==> src/hdl/lss_pkg.sv <==
// Shared constants, command/status types and helpers for the LED scanner sequencer.
package lss_pkg;

	// Strip geometry (4..64 pixels)
	localparam int STRIP_LENGTH = 20;
	localparam int PIX_W        = 6;
	localparam int SIZE_W       = 5;
	localparam int MS_W         = 16;
	localparam int WAIT_W       = 17;
	localparam int COLOR_W      = 8;
	localparam int CFG_IDX_W    = 3;
	localparam int CFG_DATA_W   = 16;
	localparam int PHASE_W      = 3;
	// eye core size is held to 1 .. STRIP_LENGTH-3 when used
	localparam int E_MAX        = STRIP_LENGTH - 3;
	// signed width for the eye window compares
	localparam int ARITH_W      = 9;

	// configuration register indexes
	typedef enum logic [CFG_IDX_W-1:0] {
		REG_EYE_RED    = 3'd0,
		REG_EYE_GREEN  = 3'd1,
		REG_EYE_BLUE   = 3'd2,
		REG_EYE_SIZE   = 3'd3,
		REG_FRAME_DLY  = 3'd4,
		REG_SWEEP_PSE  = 3'd5
	} cfg_reg_t;

	// sweep kinds
	typedef enum logic [1:0] {
		KIND_RL = 2'd0,
		KIND_LR = 2'd1,
		KIND_OI = 2'd2,
		KIND_IO = 2'd3
	} sweep_kind_t;

	// pixel brightness levels
	typedef enum logic [1:0] {
		LVL_BLACK = 2'd0,
		LVL_DIM   = 2'd1,
		LVL_FULL  = 2'd2
	} level_t;

	// controller -> datapath
	typedef struct packed {
		logic restart;   // reload first sweep, clear wait
		logic tick;      // one millisecond passed
		logic emit_pix;  // load next pixel into the output register
	} lss_cmd_t;

	// datapath -> controller
	typedef struct packed {
		logic wait_done;  // wait reaches zero on this tick
		logic last_pix;   // pixel counter is at the last strip position
		logic out_free;   // output register can take a pixel this cycle
	} lss_stat_t;

	function automatic sweep_kind_t kind_of_phase(input logic [PHASE_W-1:0] ph);
		sweep_kind_t k;
		unique case (ph)
			3'd0: k = KIND_RL;
			3'd1: k = KIND_LR;
			3'd2: k = KIND_OI;
			3'd3: k = KIND_IO;
			3'd4: k = KIND_LR;
			3'd5: k = KIND_RL;
			3'd6: k = KIND_OI;
			default: k = KIND_IO;
		endcase
		return k;
	endfunction

	// x/10 for 8-bit x: exact as (x*205)>>11
	function automatic logic [COLOR_W-1:0] div10(input logic [COLOR_W-1:0] x);
		logic [18:0] prod;
		prod = {11'd0, x} * 19'd205;
		return prod[18:11];
	endfunction

endpackage

==> src/hdl/led_scanner_sequencer_core.sv <==
// Top level of the LED scanner sequencer: controller plus datapath.
//
//  channel | signals                                         | role
//  --------+-------------------------------------------------+---------------------------
//  in      | in_valid, in_ready, restart                     | ms tick or restart
//  out     | out_valid, out_ready, pixel_index, pix_*, frame_end | one pixel per transfer
//  cfg     | cfg_we, cfg_index, cfg_data                     | register write, no wait
//
// When an input transfer makes a frame due, the block then sends
// STRIP_LENGTH pixels, one per cycle from the output register, paced by out_ready.
// in_ready is low while a frame is being generated, including any output stalls.
// The last pixel may still sit in the output register when the next tick is taken.
// arst_n clears control state and loads register reset values; no clearing pass.
module led_scanner_sequencer_core import lss_pkg::*; (
	input  logic                  clk,
	input  logic                  arst_n,
	input  logic                  in_valid,
	output logic                  in_ready,
	input  logic                  restart,
	output logic                  out_valid,
	input  logic                  out_ready,
	output logic [PIX_W-1:0]      pixel_index,
	output logic [COLOR_W-1:0]    pix_red,
	output logic [COLOR_W-1:0]    pix_green,
	output logic [COLOR_W-1:0]    pix_blue,
	output logic                  frame_end,
	input  logic                  cfg_we,
	input  logic [CFG_IDX_W-1:0]  cfg_index,
	input  logic [CFG_DATA_W-1:0] cfg_data
);

	lss_cmd_t  cmd;
	lss_stat_t stat;

	lss_ctrl u_ctrl (
		.clk      (clk),
		.arst_n   (arst_n),
		.in_valid (in_valid),
		.in_ready (in_ready),
		.restart  (restart),
		.stat     (stat),
		.cmd      (cmd)
	);

	lss_datapath u_dp (
		.clk         (clk),
		.arst_n      (arst_n),
		.cfg_we      (cfg_we),
		.cfg_index   (cfg_index),
		.cfg_data    (cfg_data),
		.cmd         (cmd),
		.stat        (stat),
		.out_valid   (out_valid),
		.out_ready   (out_ready),
		.pixel_index (pixel_index),
		.pix_red     (pix_red),
		.pix_green   (pix_green),
		.pix_blue    (pix_blue),
		.frame_end   (frame_end)
	);

endmodule

==> src/hdl/lss_ctrl.sv <==
// Controller state machine: takes ticks, sequences frame emission.
module lss_ctrl import lss_pkg::*; (
	input  logic      clk,
	input  logic      arst_n,
	input  logic      in_valid,
	output logic      in_ready,
	input  logic      restart,
	input  lss_stat_t stat,
	output lss_cmd_t  cmd
);

	typedef enum logic [1:0] {
		ST_IDLE = 2'b01,
		ST_EMIT = 2'b10
	} state_t;

	state_t state_q, state_d;
	logic   take;

	assign in_ready = (state_q == ST_IDLE);
	assign take     = in_valid && in_ready;

	always_comb begin
		cmd         = '0;
		state_d     = state_q;
		unique case (state_q)
			ST_IDLE: begin
				if (take) begin
					cmd.restart = restart;
					cmd.tick    = !restart;
					if (restart || stat.wait_done) state_d = ST_EMIT;
				end
			end
			ST_EMIT: begin
				cmd.emit_pix = stat.out_free;
				if (stat.out_free && stat.last_pix) state_d = ST_IDLE;
			end
			default: state_d = ST_IDLE;
		endcase
	end

	always_ff @(posedge clk or negedge arst_n) begin
		if (!arst_n) state_q <= ST_IDLE;
		else         state_q <= state_d;
	end

endmodule

==> src/hdl/lss_datapath.sv <==
// Datapath: config registers, sweep state, wait counter, pixel shading and output register.
module lss_datapath import lss_pkg::*; (
	input  logic                  clk,
	input  logic                  arst_n,
	input  logic                  cfg_we,
	input  logic [CFG_IDX_W-1:0]  cfg_index,
	input  logic [CFG_DATA_W-1:0] cfg_data,
	input  lss_cmd_t              cmd,
	output lss_stat_t             stat,
	output logic                  out_valid,
	input  logic                  out_ready,
	output logic [PIX_W-1:0]      pixel_index,
	output logic [COLOR_W-1:0]    pix_red,
	output logic [COLOR_W-1:0]    pix_green,
	output logic [COLOR_W-1:0]    pix_blue,
	output logic                  frame_end
);

	logic [COLOR_W-1:0] red_q, green_q, blue_q;
	logic [SIZE_W-1:0]  size_q;
	logic [MS_W-1:0]    frame_dly_q, sweep_pse_q;

	logic [PHASE_W-1:0] phase_q;
	logic [PIX_W-1:0]   pos_q;
	logic [WAIT_W-1:0]  wait_q;
	logic [PIX_W-1:0]   pix_q;

	logic               out_valid_q;
	logic [PIX_W-1:0]   idx_q;
	logic [COLOR_W-1:0] red_out_q, green_out_q, blue_out_q;
	logic               end_q;

	logic [SIZE_W-1:0]  e_used;
	logic [6:0]         e7, l7, span;
	logic [PIX_W-1:0]   start_rl, start_io, start_next;
	logic [PHASE_W-1:0] phase_next;
	sweep_kind_t        kind, kind_next;
	logic               mirrored, last_frame, frame_done;

	logic signed [ARITH_W-1:0] pp, ii, ee, mm;
	level_t             lvl;

	// saturate eye size
	always_comb begin
		if (size_q == '0)                     e_used = SIZE_W'(1);
		else if (7'(size_q) > 7'(E_MAX))      e_used = SIZE_W'(E_MAX);
		else                                  e_used = size_q;
	end

	assign e7       = 7'(e_used);
	assign l7       = 7'(STRIP_LENGTH);
	assign span     = l7 - e7;
	assign start_rl = PIX_W'(span - 7'd2);
	assign start_io = PIX_W'(span >> 1);

	assign kind       = kind_of_phase(phase_q);
	assign mirrored   = (kind == KIND_OI) || (kind == KIND_IO);
	assign phase_next = phase_q + PHASE_W'(1);
	assign kind_next  = kind_of_phase(phase_next);

	always_comb begin
		unique case (kind_next)
			KIND_RL: start_next = start_rl;
			KIND_IO: start_next = start_io;
			default: start_next = '0;
		endcase
	end

	always_comb begin
		unique case (kind)
			KIND_RL: last_frame = (pos_q <= PIX_W'(1));
			KIND_LR: last_frame = (7'(pos_q) + 7'd1 >= span - 7'd2);
			KIND_OI: last_frame = (7'(pos_q) >= (span >> 1));
			default: last_frame = (pos_q == '0);
		endcase
	end

	// eye window for the current pixel; the mirrored eye wins on overlap
	assign pp = ARITH_W'(pix_q);
	assign ii = ARITH_W'(pos_q);
	assign ee = ARITH_W'(e_used);
	assign mm = ARITH_W'(STRIP_LENGTH) - ii;

	always_comb begin
		priority if (mirrored && pp == mm - ee - 1)             lvl = LVL_DIM;
		else if (mirrored && pp >= mm - ee && pp <= mm - 1)     lvl = LVL_FULL;
		else if (mirrored && pp == mm)                          lvl = LVL_DIM;
		else if (pp == ii + ee + 1)                             lvl = LVL_DIM;
		else if (pp >= ii + 1 && pp <= ii + ee)                 lvl = LVL_FULL;
		else if (pp == ii)                                      lvl = LVL_DIM;
		else                                                    lvl = LVL_BLACK;
	end

	assign frame_done = cmd.emit_pix && stat.last_pix;

	assign stat.wait_done = (wait_q <= WAIT_W'(1));
	assign stat.last_pix  = (pix_q == PIX_W'(STRIP_LENGTH - 1));
	assign stat.out_free  = !out_valid_q || out_ready;

	// configuration
	always_ff @(posedge clk or negedge arst_n) begin
		if (!arst_n) begin
			red_q       <= 8'd255;
			green_q     <= '0;
			blue_q      <= '0;
			size_q      <= SIZE_W'(8);
			frame_dly_q <= MS_W'(10);
			sweep_pse_q <= MS_W'(50);
		end else if (cfg_we) begin
			unique case (cfg_index)
				REG_EYE_RED:   red_q       <= cfg_data[COLOR_W-1:0];
				REG_EYE_GREEN: green_q     <= cfg_data[COLOR_W-1:0];
				REG_EYE_BLUE:  blue_q      <= cfg_data[COLOR_W-1:0];
				REG_EYE_SIZE:  size_q      <= cfg_data[SIZE_W-1:0];
				REG_FRAME_DLY: frame_dly_q <= cfg_data[MS_W-1:0];
				REG_SWEEP_PSE: sweep_pse_q <= cfg_data[MS_W-1:0];
				default: ;
			endcase
		end
	end

	// sweep state and wait counter
	always_ff @(posedge clk or negedge arst_n) begin
		if (!arst_n) begin
			phase_q <= '0;
			pos_q   <= PIX_W'(STRIP_LENGTH - 10);
			wait_q  <= '0;
			pix_q   <= '0;
		end else begin
			if (cmd.restart) begin
				phase_q <= '0;
				pos_q   <= start_rl;
				wait_q  <= '0;
			end else if (cmd.tick && wait_q != '0) begin
				wait_q <= wait_q - WAIT_W'(1);
			end
			if (cmd.emit_pix) begin
				pix_q <= frame_done ? '0 : pix_q + PIX_W'(1);
			end
			if (frame_done) begin
				if (last_frame) begin
					wait_q  <= WAIT_W'(frame_dly_q) + WAIT_W'(sweep_pse_q);
					phase_q <= phase_next;
					pos_q   <= start_next;
				end else begin
					wait_q <= WAIT_W'(frame_dly_q);
					if (kind == KIND_RL || kind == KIND_IO) pos_q <= pos_q - PIX_W'(1);
					else                                     pos_q <= pos_q + PIX_W'(1);
				end
			end
		end
	end

	// output register
	always_ff @(posedge clk or negedge arst_n) begin
		if (!arst_n) begin
			out_valid_q <= 1'b0;
		end else if (cmd.emit_pix) begin
			out_valid_q <= 1'b1;
		end else if (out_ready) begin
			out_valid_q <= 1'b0;
		end
	end

	always_ff @(posedge clk) begin
		if (cmd.emit_pix) begin
			idx_q <= pix_q;
			end_q <= stat.last_pix;
			unique case (lvl)
				LVL_FULL: begin
					red_out_q   <= red_q;
					green_out_q <= green_q;
					blue_out_q  <= blue_q;
				end
				LVL_DIM: begin
					red_out_q   <= div10(red_q);
					green_out_q <= div10(green_q);
					blue_out_q  <= div10(blue_q);
				end
				default: begin
					red_out_q   <= '0;
					green_out_q <= '0;
					blue_out_q  <= '0;
				end
			endcase
		end
	end

	assign out_valid   = out_valid_q;
	assign pixel_index = idx_q;
	assign pix_red     = red_out_q;
	assign pix_green   = green_out_q;
	assign pix_blue    = blue_out_q;
	assign frame_end   = end_q;

endmodule
==> config.mk <==
export PLATFORM = sky130hd
export DESIGN_NAME = led_scanner_sequencer_core
export DESIGN_NICKNAME = d
export VERILOG_FILES = /design/src/hdl/lss_pkg.sv /design/src/hdl/led_scanner_sequencer_core.sv /design/src/hdl/lss_ctrl.sv /design/src/hdl/lss_datapath.sv
export SDC_FILE = /design/constraint.sdc
export NUM_CORES = 1
export LEC_CHECK = 0
export ABC_AREA = 1
export BUFFER_PORTS_ARGS = -buffer_cell sky130_fd_sc_hd__buf_2
export CORE_ASPECT_RATIO = 0.7
export CORE_MARGIN = 1
export CORE_UTILIZATION = 64
export CTS_BUF_LIST = sky130_fd_sc_hd__clkbuf_2 sky130_fd_sc_hd__clkbuf_4 sky130_fd_sc_hd__clkbuf_8
export DETAILED_ROUTE_END_ITERATION = 10
export GPL_TIMING_DRIVEN = 1
export PLACE_DENSITY = 0.82
export REMOVE_ABC_BUFFERS = 1
export SETUP_SLACK_MARGIN = 0.05
export SLEW_MARGIN = 20
export SYNTH_ARGS = -nofsm -noshare
export SYNTH_HDL_FRONTEND = slang
export SYNTH_SLANG_ARGS = --single-unit
==> constraint.sdc <==
create_clock -name clk -period 14.08 [get_ports clk]
set_input_delay 2.816 -clock clk [delete_from_list [all_inputs] [get_ports clk]]
set_output_delay 2.816 -clock clk [all_outputs]
set_load 0.02 [all_outputs]
==> results of run 1 <==
## layout make-up
class	instances	share of cell area
well taps	270	0.02408
flip-flops and latches	127	0.2391
clock inverters	14	0.01614
clock buffers	18	0.01766
inverters	300	0.08097
multi-input cells	1279	0.6010
repair buffers	58	0.02105
## stage by stage
step	utilization	hold slack (ns)	cells
after floorplan	-	0.4530	1706
after global placement	0.6810	0.4736	2034
after detailed placement	0.6810	0.4837	2034
after CTS	0.7048	0.4994	2066
after global routing	0.7048	0.5051	2066
final	0.7048	0.4987	2066
## state kept, by name, indices dropped and copies added (netlist names), 6 cells and up
register	count
u_dp.blue_q	8
u_dp.pix_blue	8
u_dp.pix_q	6
u_dp.pos_q	6
u_dp.green_q	8
u_dp.pix_red	8
u_dp.wait_q	17
u_dp.frame_dly_q	16
u_dp.red_q	8
u_dp.sweep_pse_q	16
u_dp.pixel_index	6
u_dp.pix_green	8
## worst max-delay path, stage by stage (launching register included)
cell and delay [ns]:
dfstp_2 0.63, inv_2 0.11, ha_1 0.25, or2_4 0.29, nand2_2 0.08, nand2_2 0.06, nand2_1 0.16, ha_1 0.28
a21oi_1 0.20, nand3_1 0.20, o21ai_2 0.37, inv_1 0.25, ha_1 0.33, or2_2 0.31, nor3_1 0.14, nand4_1 0.12
nor3_1 0.15, nand2_1 0.08, nor2_2 0.12, nand2_2 0.07, nand2_2 0.09, ha_1 0.47, inv_1 0.29, a21oi_1 0.17
o21ai_0 0.09, a21oi_1 0.14
## per-layer routing
| metal | vias up | part of all wire | track usage |
|---|---|---|---|
| met1 | 5483 | 0.47 | 0.4532 |
| met2 | 473 | 0.43 | 0.4904 |
| met3 | 47 | 0.086 | 0.06523 |
| li1 | 5803 | - | - |
| met5 | - | 0 | 0 |
| met4 | 0 | 0.015 | 0.08352 |
## logic make-up after synthesis
group / synth area share
simple gates: 0.2410
fa+ha+maj: 0.2579
compound gates: 0.1179
xor+xnor: 0.02678
buf+inv: 0.09966
other cells: 0.0002867
flops: 0.2564
## power by group through the flow
| stage | Sequential (µW) | Clock (µW) | Combinational, µW |
|---|---|---|---|
| after floorplan | 562 | 0 | 1770 |
| after global placement | 609 | 0 | 2200 |
| after detailed placement | 610 | 0 | 2280 |
| after CTS | 604 | 388 | 2310 |
| after global routing | 619 | 402 | 2660 |
| final | 612 | 386 | 2350 |
## cells in the mapped netlist, types with 3 or more instances
library cell	number	area, µm²
fa_1	36	720.7
a21oi_1	110	550.5
or2_2	5	31.28
o22ai_1	4	25.02
o21ai_1	3	15.01
nor3_1	17	85.08
nor2_2	7	43.79
nand3b_1	7	52.55
o21bai_1	6	45.04
nor2_1	104	390.4
dfrtp_1	79	1977
o21a_1	4	30.03
edfxtp_1	31	930.9
nand2_1	378	1419
o21ai_0	137	685.7
a31oi_1	6	37.54
inv_1	286	1074
o211ai_1	5	37.54
nand2_2	17	106.4
nor4_1	3	18.77
dfstp_2	17	446.7
nand3_1	106	530.5
ha_1	212	2653
nand2_4	7	78.83
buf_2	8	40.04
o31ai_1	3	22.52
buf_6	5	56.30
inv_2	12	45.04
xor2_1	30	262.8
nand4_1	33	206.5
xnor2_1	10	87.58
clkbuf_1	15	56.30
a21o_1	4	30.03
## final timing paths
kind | start | to | slack, ns | cells past startpoint
min in group asynchronous | arst_n | u_ctrl.state_q[1]$_DFFE_PN0P_ | 2.35 | 1
worst min-delay path | u_dp.sweep_pse_q[4]$_DFFE_PN1P_ | u_dp.sweep_pse_q[4]$_DFFE_PN1P_ | 0.50 | 2
max in group asynchronous | arst_n | u_dp.blue_q[0]$_DFFE_PN0P_ | 10.66 | 2
worst max-delay path | u_dp.pos_q[1]$_DFFE_PN1P_ | u_dp.pix_red[0]$_DFFE_PP_ | 8.44 | 25
worst max register to register | u_dp.pos_q[1]$_DFFE_PN1P_ | u_dp.pix_red[0]$_DFFE_PP_ | 8.44 | 25
worst min register to register | u_dp.sweep_pse_q[4]$_DFFE_PN1P_ | u_dp.sweep_pse_q[4]$_DFFE_PN1P_ | 0.50 | 2
==> qor.txt, run 1 <==
Vias in the first global route -> 10.69k
Main synth FF type -> dfrtp_1
Initial DRT Pass Iterations -> 10
Largest net degree at the start of global routing -> 53
Overall routed net length -> 32630 µm
Final min period -> 5.635 ns
Final max-slew violation count -> 0
Initial Utilization -> 0.6571
CP max FO -> 10
Max_cap viols -> 0
Critical setup path kind -> reg2reg
Final Cell Area -> 14030 µm²
Antenna viol nets, final -> 0
Worst-case clock skew -> 0.01180 ns
Clock Pin Slew Worst Setup and Hold Paths -> 0.08 ns
Die Area -> 21020 µm²
Die height -> 121.6 µm
DPL Wire Length -> 25700 µm
Post-synth EDFFs -> 31
IO Port Bufs -> 57
Synthesis-to-layout area growth -> 7.260%
Synth unique cells -> 54
Area occupied by multi-input gates -> 8433 µm²
Die X -> 172.9 µm
Share of layout cells above drive strength 1 -> 0.09521
Setup TNS -> 0 ns
Syn Std Cell Area -> 13080 µm²
Flip-flop and latch area -> 3354 µm²
CTS sink cnt -> 127
Iter 0 DRT Violations -> 1067
Core area -> 19910 µm²
Ys async rst share -> 0.7559
Critical path capture point type -> flip-flop
Commonest cells after routing, fill and taps aside -> nand2_1 (378), inv_1 (286), ha_1 (212)
FP Rows -> 43
Total GRT Usage -> 0.3167
Commonest non-fill, non-tap cell in the layout -> nand2_1
PD cells -> 238.4 nW/µm²
Seq cells post-synth -> 127
Sw power -> 1800 µW
Req. time, crit path -> 14.37 ns
Hold/Removal Path Class -> reg2reg
CTS H-tree lvls -> 4
CTS resizes -> 0
Diodes inserted -> 0
Fmax -> 177.5 MHz
Filler cell count -> 1634
Logic gate share of total power -> 0.702
Synth warnings -> 0
Clk pwr share -> 0.115
Worst-Skew Late Latency -> 0.45 ns
RSZ-0062 raised after global routing -> false
Syn avg cell area -> 7.540 µm²
Routability cong. -> 0.9735
Switching share of power -> 0.5381
CP Launch Type -> flip-flop
First-pass GRT wire length -> 52900 µm
I/O Pins -> 58
Worst slew margin -> 0.2828
Via count -> 11.81k
Hold buffers post-CTS -> 0
Total gr overflow -> 0
Cells after Synth -> 1735
CTS root buf -> clkbuf_8
Setup violations, final -> 0
# Post-CTS Setup Buffers -> 0
Total leakage power -> 0.007556 µW
Post-route setup slack -> 8.445 ns
Vias per cell -> 5.714
Clock Path Buffers -> 2
WL/cell -> 15.79 µm
Seq/Total Area, Yosys -> 0.2564
CTS buffer count -> 17
CTS tree -> yes
Tcrit/Tclk final -> 0.4002
CP arrival -> 5.93 ns
Internal power -> 1545 µW
Post-DP Area -> 13560 µm²
Status -> finished, final reports clean
Peak VDD IR -> 0.1253 mV
Initial antenna violation count -> 0
Nets@finish -> 2056
Remaining DRCs -> 0
Total power -> 3345 µW
Part of the power in registers -> 0.183
Worst-margin pin slew -> 1.073 ns
Final count of hold timing violations -> 0
Placement Setup Slack -> 8.512 ns
Power figures use the tool's default switching activity.
==> run 2: changes to the inputs <==
==> constraint.sdc (replaced) <==
create_clock -name clk -period 5.5 [get_ports clk]
set_input_delay 1.1 -clock clk [delete_from_list [all_inputs] [get_ports clk]]
set_output_delay 1.1 -clock clk [all_outputs]
set_load 0.02 [all_outputs]
==> qor.txt, run 2 (synthesized netlist as in run 1, its figures left out) <==
Status -> finished, final reports clean
R2R setup slack -> 0.45 ns (-7.99 ns)
Core area -> 19910 µm² (unchanged)
Cell repeated most along the worst path -> nand2_2
Remaining DRCs -> 0 (unchanged)
CP arrival -> 5.36 ns (-0.57 ns)
Total leakage power -> 0.007579 µW (+0.30%)
Hold depth -> 2 (unchanged)
RSZ-0062 raised after global routing -> false
CTS buffer count -> 17 (unchanged)
CTS H-tree lvls -> 4 (unchanged)
Commonest non-fill, non-tap cell in the layout -> nand2_1
Finished Layout Cells -> 2076 (+0.48%)
Antenna viol nets, final -> 0 (unchanged)
Worst slew margin -> 0.3423 (+0.05952)
Worst-margin pin slew -> 0.9842 ns (-0.08912 ns)
Final min period -> 5.047 ns (-0.5884 ns)
Vias in the first global route -> 10.96k (+2.5%)
PD cells -> 609.9 nW/µm² (+160%)
Max FFs per register -> 17 (unchanged)
RR Startpoint -> u_dp.pos_q[0]$_DFFE_PN0P_
CP Launch Type -> flip-flop
DPL Wire Length -> 25640 µm (-0.27%)
RR Endpoint -> u_dp.pix_green[0]$_DFFE_PP_
Total power -> 8582 µW (+160%)
I/O Pins -> 58 (unchanged)
Die Area -> 21020 µm² (unchanged)
Routability cong. -> 0.9832 (+1.0%)
Synthesis-to-layout area growth -> 7.575%
Total GRT Usage -> 0.3228 (+0.006119)
FP Rows -> 43 (unchanged)
Overall routed net length -> 32850 µm (+0.70%)
Largest net degree at the start of global routing -> 52 (-1.9%)
Final count of hold timing violations -> 0 (unchanged)
First-pass GRT wire length -> 53940 µm (+2.0%)
Worst Hold End -> u_dp.size_q[0]$_DFFE_PN0P_
Slowest cell on the critical path -> dfrtp_1
Commonest cells after routing, fill and taps aside -> nand2_1 (377), inv_1 (284), ha_1 (211)
Vias per cell -> 5.682 (-0.57%)
Die height -> 121.6 µm (unchanged)
Worst-case clock skew -> 0.01583 ns (+0.004035 ns)
IO Port Bufs -> 57 (unchanged)
WL/cell -> 15.83 µm (+0.22%)
Clock Path Buffers -> 2 (unchanged)
Largest Register -> u_dp.wait_q
Nets@finish -> 2066 (+0.49%)
Total gr overflow -> 0 (unchanged)
Worst hold path startpoint -> u_dp.size_q[0]$_DFFE_PN0P_
CTS root buf -> clkbuf_8
Max_cap viols -> 0 (unchanged)
Worst-Skew Late Latency -> 0.47 ns (+0.02 ns)
Iter 0 DRT Violations -> 1194 (+12%)
Post-route setup slack -> 0.4531 ns (-7.992 ns)
Placement Setup Slack -> 0.1497 ns (-8.362 ns)
Via count -> 11.80k (-0.093%)
Diodes inserted -> 0 (unchanged)
Hold/Removal Path Class -> reg2reg
Initial Utilization -> 0.6571 (unchanged)
Tcrit/Tclk final -> 0.9176 (+0.5174)
Biggest regs -> u_dp.wait_q (17), u_dp.frame_dly_q (16), u_dp.sweep_pse_q (16)
CTS sink cnt -> 127 (unchanged)
Initial DRT Pass Iterations -> 8 (-2)
Inst Count DP -> 2040 (+0.29%)
Min Hold Slack -> 0.4950 ns (-0.003631 ns)
Setup TNS -> 0 ns (unchanged)
Filler cell count -> 1637 (+0.18%)
Die X -> 172.9 µm (unchanged)
CP max FO -> 9 (-1)
Req. time, crit path -> 5.82 ns (-8.55 ns)
Critical path capture point type -> flip-flop
Peak VDD IR -> 0.3787 mV (+200%)
Initial antenna violation count -> 0 (unchanged)
Critical setup path kind -> reg2reg
Setup violations, final -> 0 (unchanged)
Largest stage delay on the critical path -> 0.51 ns (-0.12 ns)
Share of layout cells above drive strength 1 -> 0.1030 (+0.007778)
Final max-slew violation count -> 0 (unchanged)
R2R depth -> 27 (+8.0%)
CTS tree -> yes
Fmax -> 198.1 MHz (+12%)
Hold buffers post-CTS -> 0 (unchanged)
Clock Pin Slew Worst Setup and Hold Paths -> 0.09 ns (about the same)
## run 2: cell types whose count changed in the layout (fill, tap and decap cells not counted), sizes merged
cell and delta:
clkinv +1, buf +10, clkinvlp +2, clkbuf -1, bufinv -2
## run 2: cell type report
type,instances,area (µm²),area share
timing repair buffer,68,374.1,0.02658
sequential,127,3354,0.2384
inverter,300,1140,0.08100
tap,270,337.8,0.02401
clock inverter,15,182.7,0.01298
clock buffer,17,234.0,0.01663
multi-input combinational,1279,8449,0.6004
## run 2: through the flow
step                      utilization  cell area, µm²
after CTS                      0.7041           14020
after global placement         0.6832           13600
after global routing           0.7069           14070
after detailed placement       0.6832           13600
final                          0.7069           14070
after floorplan                     -           12920
## run 2: routing by layer
layer | global-route usage | share of wire | vias up | routed length (µm)
li1 | - | - | 5814 | -
met1 | 0.4587 | 0.46 | 5434 | 15270
met2 | 0.4950 | 0.42 | 491 | 13860
met3 | 0.07428 | 0.096 | 56 | 3146
met4 | 0.09015 | 0.018 | 0 | 584
met5 | 0 | 0 | - | 0
## run 2: how the worst max path moves through the flow
stage / slack, ns / start / cells after the start / endpoint
finish: 0.45 / u_dp.pos_q[0]$_DFFE_PN0P_ / 27 / u_dp.pix_green[0]$_DFFE_PP_
global route: 0.02 / u_dp.pos_q[1]$_DFFE_PN1P_ / 27 / u_dp.pix_green[3]$_DFFE_PP_
CTS: 0.11 / u_dp.pos_q[1]$_DFFE_PN1P_ / 26 / u_dp.pix_green[3]$_DFFE_PP_
global placement: 0.30 / u_dp.pos_q[1]$_DFFE_PN1P_ / 26 / u_dp.pix_blue[2]$_DFFE_PP_
detailed placement: 0.15 / u_dp.pos_q[1]$_DFFE_PN1P_ / 26 / u_dp.pix_blue[3]$_DFFE_PP_
floorplan: 0.77 / u_dp.pos_q[1]$_DFFE_PN1P_ / 26 / u_dp.pix_blue[0]$_DFFE_PP_
## run 2: worst max-delay path, delay by kind of cell, from the launching register on
kind | cells | cell delay [ns]
fa+ha+maj | 4 | 1.10
buf+inv | 4 | 0.65
simple gates | 15 | 1.95
compound gates | 4 | 0.70
flops | 1 | 0.51
## run 2: timing repair
item / in CTS / in global routing
gates resized for setup: 0 / 7
buffers inserted: 0 / 4
setup endpoints to repair: 0 / 24
## run 2: power by group
group | total, µW | internal [µW] | leakage [µW] | switching [µW]
sequential | 1530 | 1200 | 0.00144 | 333
combinational | 6160 | 2270 | 0.00592 | 3890
clock | 892 | 456 | 0.000214 | 436
